<file path="src/rtl/scr_fifo.sv">
// Small register queue with first-word fall-through read.
module scr_fifo #(
  parameter int W     = 8,
  parameter int DEPTH = 4
) (
  input  logic         clk,
  input  logic         rst_n,
  input  logic         push,
  input  logic [W-1:0] wdata,
  input  logic         pop,
  output logic [W-1:0] rdata,
  output logic         full,
  output logic         empty
);
  localparam int AW = (DEPTH > 1) ? $clog2(DEPTH) : 1;
  localparam int CW = $clog2(DEPTH + 1);

  logic [W-1:0]  mem_r [DEPTH];
  logic [AW-1:0] wp_r, rp_r;
  logic [CW-1:0] cnt_r;

  assign full  = (cnt_r == CW'(DEPTH));
  assign empty = (cnt_r == '0);
  assign rdata = mem_r[rp_r];

  always_ff @(posedge clk) begin
    if (push) begin
      mem_r[wp_r] <= wdata;
    end
  end

  always_ff @(posedge clk) begin
    if (!rst_n) begin
      wp_r  <= '0;
      rp_r  <= '0;
      cnt_r <= '0;
    end else begin
      if (push) begin
        wp_r <= (wp_r == AW'(DEPTH - 1)) ? '0 : wp_r + 1'b1;
      end
      if (pop) begin
        rp_r <= (rp_r == AW'(DEPTH - 1)) ? '0 : rp_r + 1'b1;
      end
      unique case ({push, pop})
        2'b10:   cnt_r <= cnt_r + 1'b1;
        2'b01:   cnt_r <= cnt_r - 1'b1;
        default: cnt_r <= cnt_r;
      endcase
    end
  end
endmodule

</file>
<file path="config.mk">
export PLATFORM = sky130hd
export DESIGN_NAME = scr_fifo
export DESIGN_NICKNAME = d
export VERILOG_FILES = /design/src/rtl/scr_fifo.sv
export SDC_FILE = /design/constraint.sdc
export NUM_CORES = 1
export LEC_CHECK = 0
export BUFFER_PORTS_ARGS = -buffer_cell sky130_fd_sc_hd__buf_2
export CAP_MARGIN = 25
export CORE_MARGIN = 2
export CORE_UTILIZATION = 55
export CTS_CLUSTER_SIZE = 28
export DETAILED_ROUTE_END_ITERATION = 10
export MAX_ROUTING_LAYER = met4
export PLACE_DENSITY_LB_ADDON = 0.15
export SYNTH_ARGS = -nofsm -noshare
export SYNTH_HDL_FRONTEND = slang
export SYNTH_SLANG_ARGS = --single-unit
</file>
<file path="constraint.sdc">
create_clock -name clk -period 3.75 [get_ports clk]
set_clock_uncertainty 0.05 [all_clocks]
set_input_delay 0.375 -clock clk [delete_from_list [all_inputs] [get_ports clk]]
set_output_delay 0.375 -clock clk [all_outputs]
set_load 0.02 [all_outputs]
</file>
==> results of run 1 <==
## power breakdown
| group | internal [mW] | switching, mW | total (mW) | leakage [nW] |
|---|---|---|---|---|
| clock | 0.0681 | 0.124 | 0.192 | 0.0258 |
| sequential | 0.513 | 0.0160 | 0.529 | 0.368 |
| combinational | 0.0476 | 0.0561 | 0.104 | 0.260 |
| total | 0.629 | 0.196 | 0.825 | 0.654 |
## state kept, by name, summed over array words and instances (netlist names), named ones only
register  flops
mem_r        32
cnt_r         3
rp_r          2
wp_r          2
## final timing paths
check                                        endpoint  slack [ps]  depth (start not counted)
worst max-delay path                         rdata[7]        1560                          2
worst min register to register  cnt_r[2]$_SDFFE_PN0P_         460                          2
worst max register to register  cnt_r[2]$_SDFFE_PN0P_        2130                          5
worst min-delay path            mem_r[2][4]$_DFFE_PP_         200                          1
## final cells by class
cell class	instances	area, sq um	share of cell area (%)
inverter	6	22.52	1.255
clock inverter	1	3.754	0.2092
sequential	41	1141	63.60
timing repair buffer	21	105.1	5.858
tap	31	38.79	2.162
multi-input combinational	40	441.7	24.62
clock buffer	6	41.29	2.301
## cell families (layout without fill, tap and decap cells)
family	Yosys count	count (layout)	synth area share, %
and+or+nand+nor	16	16	6.095
xor gates and xnor gates	2	2	1.080
adders and majority gates	7	7	5.864
DFF	41	41	70.37
AOI/OAI and AO/OA	5	5	1.852
buffers and inverters	8	34	2.392
muxes	10	10	12.35
## cell usage after synthesis
cell	n	area, sq um
mux2i_1	2	20.02
dfxtp_1	9	180.2
xor2_1	1	8.760
nand2_1	1	3.750
ha_1	6	75.07
fa_1	1	20.02
and3_1	1	6.260
and2_1	6	37.54
nor3b_1	2	15.01
a21oi_1	1	5.000
xnor2_1	1	8.760
nor2b_1	4	25.02
edfxtp_1	32	960.9
a21boi_1	1	7.510
o21a_1	1	7.510
buf_6	1	11.26
mux4_2	8	180.2
or3_1	1	6.260
o21ai_0	2	10.01
clkbuf_2	1	5.000
nor3_1	1	5.000
inv_1	6	22.52
## per-layer routing
metal	up-vias	global-route usage (%)	share of wire [%]
met5	-	-	0
li1	382	-	-
met1	381	21.41	44
met3	5	5.275	5.5
met4	0	5.980	1.6
met2	22	22.79	48
## stage by stage
step / cells / total power, mW / util [%] / hold slack, ps
after detailed placement: 139 / 0.6455 / 62.89 / 447.2
after global routing: 146 / 0.8649 / 64.51 / 181.1
after CTS: 146 / 0.8336 / 64.51 / 189.5
after global placement: 139 / 0.6404 / 62.89 / 425.7
final: 146 / 0.8248 / 64.51 / 201.1
after floorplan: 89 / 0.6101 / - / 415.6
## worst max-delay path, stage by stage (launching register included)
cell	delay (ps)
dfxtp_1	670
mux4_2	580
buf_2	180
## layout by cell type (no fill, tap or decap), types with 2 or more instances in the layout
master / n
edfxtp_1: 32
buf_2: 21
dfxtp_1: 9
mux4_2: 8
inv_1: 6
and2_1: 6
ha_1: 6
clkbuf_4: 5
nor2b_1: 4
nor3b_1: 2
o21ai_0: 2
mux2i_1: 2
==> results.cfg, run 1 <==
[cells_and_area]
final_layout_size_suffix_gt1_share_pct = 29.57
area_growth_pct = 10.65
antenna-diode-count = 0
layout.filler_cells = 207
num-nets-final = 134
finalInstanceArea_sq_um = 1794

[yosys]
yosysWarningCount = 0
synthesis.instances = 89
mappedNetlistArea_sq_um = 1622
synth.yosys.seq_area_share_pct = 70.37
ys_seq_elements = 41
syn_avg_cell_area_sq_um = 18.22
synth_fp_nets = 108
yosysUniqueCellTypes = 22

[clocking]
cts_repair_resize_count = 0
clock_sink_count = 41
htree_num_levels = 2
ctsRootBufferMaster = clkbuf_4
cts_tree = done
hold_buffers = 0
cts_buffers = 5
clockBufferDepth = 2
clk-insertion-delay-late_ps = 330
number_of_setup_buffers_added_after_cts = 0
cts.clk_slew.worst_paths_ps = 110

[drt]
routed_wire_length_per_instance_microns = 15.27
antenna_violating_nets_post_route = 0
vias_per_cell = 5.411
drt_pre_antenna_iters = 4
via_count = 790
drt-total-wl_microns = 2229
drc = 0
detail_route.iter0.violations = 13

[timing]
final.min_clock_period_ps = 2191
worstMarginPinSlew_ps = 537.3
headroom_to_the_max_slew_limit_pct = 64.13
rsz0062_at_grt = no
report.final.setup_viol = 0
timing.final.crit_share_pct = 58.42
final_hold_viol_count = 0
layout_setup_ws_ps = 1559
clock.fmax_mhz = 456.4
final-max-slew-violation-count = 0
timing.setup.tns_ps = 0

[placed_design]
gp_routability_congestion = 0.6658
dp_hpwl_microns = 1569
io_buffer_count = 21
placedInstanceArea_sq_um = 1749
pre_cts_slack_ps = 1820

[global_route]
vias_in_the_first_global_route = 776
grt_pass1_wl_microns = 3594
grt_start_max_net_pins = 12
global_route.overflow_total = 0
global_route.usage.total_pct = 15.90
grt_antenna_before_repair = 0

[critical_path]
worst_endpoint_data_arrival_time_ps = 1770
worstReg2RegStart = cnt_r[0]$_SDFFE_PN0P_
crit_path_max_fanout = 8
critPathRequiredTime_ps = 3320
cp-start-kind = flop
worst-setup-path-type = reg2out
critPathCaptureType = output pin

[power]
power.density_nw_per_um2 = 459.7
power.ir.vdd_worst_v = 0.0003767
static-leakage-power_nw = 0.6538

[die]
pin_count = 22
chipWidth_microns = 58.30
start_util_pct = 58.30
area_of_the_placeable_core_sq_um = 2781
die_h_microns = 58.30
design.die.area_sq_um = 3399
placement_rows = 19

[job]
maxCapViolations = 0

[outcome]
outcome = finished, final reports clean

[worst_hold_path]
worstHoldStart = wdata[4]
min-delay-path-class = in2reg
Note: power is estimated with default switching activity, not from simulation.
==> inputs of run 2 (changes only) <==
CORE_UTILIZATION = 50   (was 55)
clock period = 2 ns   (was 3.75 ns; I/O delays follow)
==> run 2 against run 1 <==
  * Design area increased by 4.8%
  * Setup slack got worse by 1400 ps
  * First-iteration DRC count increased by 140%
  * Clock power increased to 3.1 times the previous value
  * Via count increased by 4.1%
  * Critical endpoint is now rdata[5]
  * Sequential cell count unchanged
  * Count of clock-buffer cells in the layout unchanged
  * Critical path depth increased by 1
  * Sequential share of layout area decreased by 2.9 points
==> results.cfg, run 2 (synthesis gave the netlist of run 1 again) <==
[cells_and_area]
num-nets-final = 136
area_growth_pct = 15.97
antenna-diode-count = 0
largest_register = mem_r
top_regs = mem_r (32), cnt_r (3)
layout_commonest_cell = edfxtp_1
multiInputGateArea_sq_um = 441.7
most_frequent_cells_in_the_layout = edfxtp_1, buf_2, dfxtp_1
area.sequential_sq_um = 1141
layout.filler_cells = 235
final_layout_size_suffix_gt1_share_pct = 32.20
flip_flop_count_of_the_largest_register_after_layout = 32
finalInstanceArea_sq_um = 1881

[timing]
clock.fmax_mhz = 544.9
layout_setup_ws_ps = 164.7
worstMarginPinSlew_ps = 457.5
final-max-slew-violation-count = 0
final.min_clock_period_ps = 1835
final_hold_viol_count = 0
headroom_to_the_max_slew_limit_pct = 69.50
timing.final.crit_share_pct = 91.76
report.final.setup_viol = 0
rsz0062_at_grt = no
timing.setup.tns_ps = 0

[clocking]
cts_buffers = 5
clk-insertion-delay-late_ps = 350
number_of_setup_buffers_added_after_cts = 0
cts_tree = done
cts.clk_slew.worst_paths_ps = 130
ctsRootBufferMaster = clkbuf_4
cts_repair_resize_count = 0
clockBufferDepth = 2
htree_num_levels = 2
clock_sink_count = 41

[critical_path]
worst_endpoint_data_arrival_time_ps = 1590
critPathCaptureType = output pin
cp-start-kind = flop
crit_path_max_fanout = 8
critPathRequiredTime_ps = 1750
worst-setup-path-type = reg2out

[drt]
drc = 0
via_count = 822
drt_pre_antenna_iters = 4
detail_route.iter0.violations = 31
vias_per_cell = 5.074
routed_wire_length_per_instance_microns = 15.44
antenna_violating_nets_post_route = 0
drt-total-wl_microns = 2502

[placed_design]
gp_routability_congestion = 0.7427
pre_cts_slack_ps = 258.8
placedInstanceArea_sq_um = 1773
io_buffer_count = 21
dp_hpwl_microns = 1743

[worst_hold_path]
min-delay-path-class = in2reg

[job]
maxCapViolations = 0

[global_route]
global_route.usage.total_pct = 16.21
vias_in_the_first_global_route = 828
grt_pass1_wl_microns = 3905
grt_antenna_before_repair = 0
grt_start_max_net_pins = 14
global_route.overflow_total = 0

[die]
placement_rows = 20
pin_count = 22
area_of_the_placeable_core_sq_um = 3078
start_util_pct = 52.68
chipWidth_microns = 60.95
design.die.area_sq_um = 3715
die_h_microns = 60.95

[outcome]
outcome = finished, final reports clean

[power]
static-leakage-power_nw = 0.6908
power.ir.vdd_worst_v = 0.0005451
power.density_nw_per_um2 = 955.8
total_power_mw = 1.797
run 2: cell count changes in the layout (fill, tap and decap cells not counted):
cell and delta:
clkbuf_16 +1, dlygate4sd3_1 +1, clkbuf_1 -1, clkinv_2 +1, bufinv_16 +1, buf_4 +1, clkinv_1 -1
run 2: layer usage:
layer  share of wire, %  routed length, microns  GRT usage, %  vias up
li1                   -                       -             -      386
met1                 43                    1079         19.77      410
met2                 51                    1276         25.04       19
met3                3.9                      97         4.051        7
met4                1.9                      48         8.385        0
met5                  0                       0             -        -
run 2: power by group:
part           switching, mW  internal (mW)
clock network          0.267          0.337
registers             0.0236          0.962
logic                  0.115         0.0928
run 2: area by class of cell:
| type | count | area share [%] |
|---|---|---|
| Tap cell | 44 | 2.927 |
| Timing Repair Buffer | 23 | 6.520 |
| Clock inverter | 2 | 1.863 |
| Sequential cell | 41 | 60.68 |
| Clock buffer | 6 | 3.327 |
| Multi-Input combinational cell | 40 | 23.49 |
| Inverter | 6 | 1.198 |
run 2: worst max-delay path: stages (launching register included):
cell,delay (ps)
dfxtp_1,330
buf_4,200
mux4_2,520
buf_2,180
run 2: what timing repair did:
action | in CTS | in global routing
hold buffers | 0 | 1
hold endpoints to repair | 0 | 3
setup endpoints to repair | 0 | 0
run 2: metrics by stage:
stage               utilization [%]  hold slack, ps  instances
floorplan                         -           248.9         89
global placement              57.60           363.4        153
detailed placement            57.60           374.8        153
CTS                           60.77           6.989        161
global route                  61.10           2.204        162
finish                        61.10           14.38        162
run 2: worst paths after layout:
kind                                       startpoint                    end  slack, ps  depth (start not counted)
worst max-delay path                             flop               rdata[5]        160                          3
worst min register to register  cnt_r[2]$_SDFFE_PN0P_  cnt_r[2]$_SDFFE_PN0P_        490                          2
worst max register to register  cnt_r[0]$_SDFFE_PN0P_  cnt_r[2]$_SDFFE_PN0P_        390                          5
worst min-delay path                         wdata[1]  mem_r[2][1]$_DFFE_PP_         10                          1
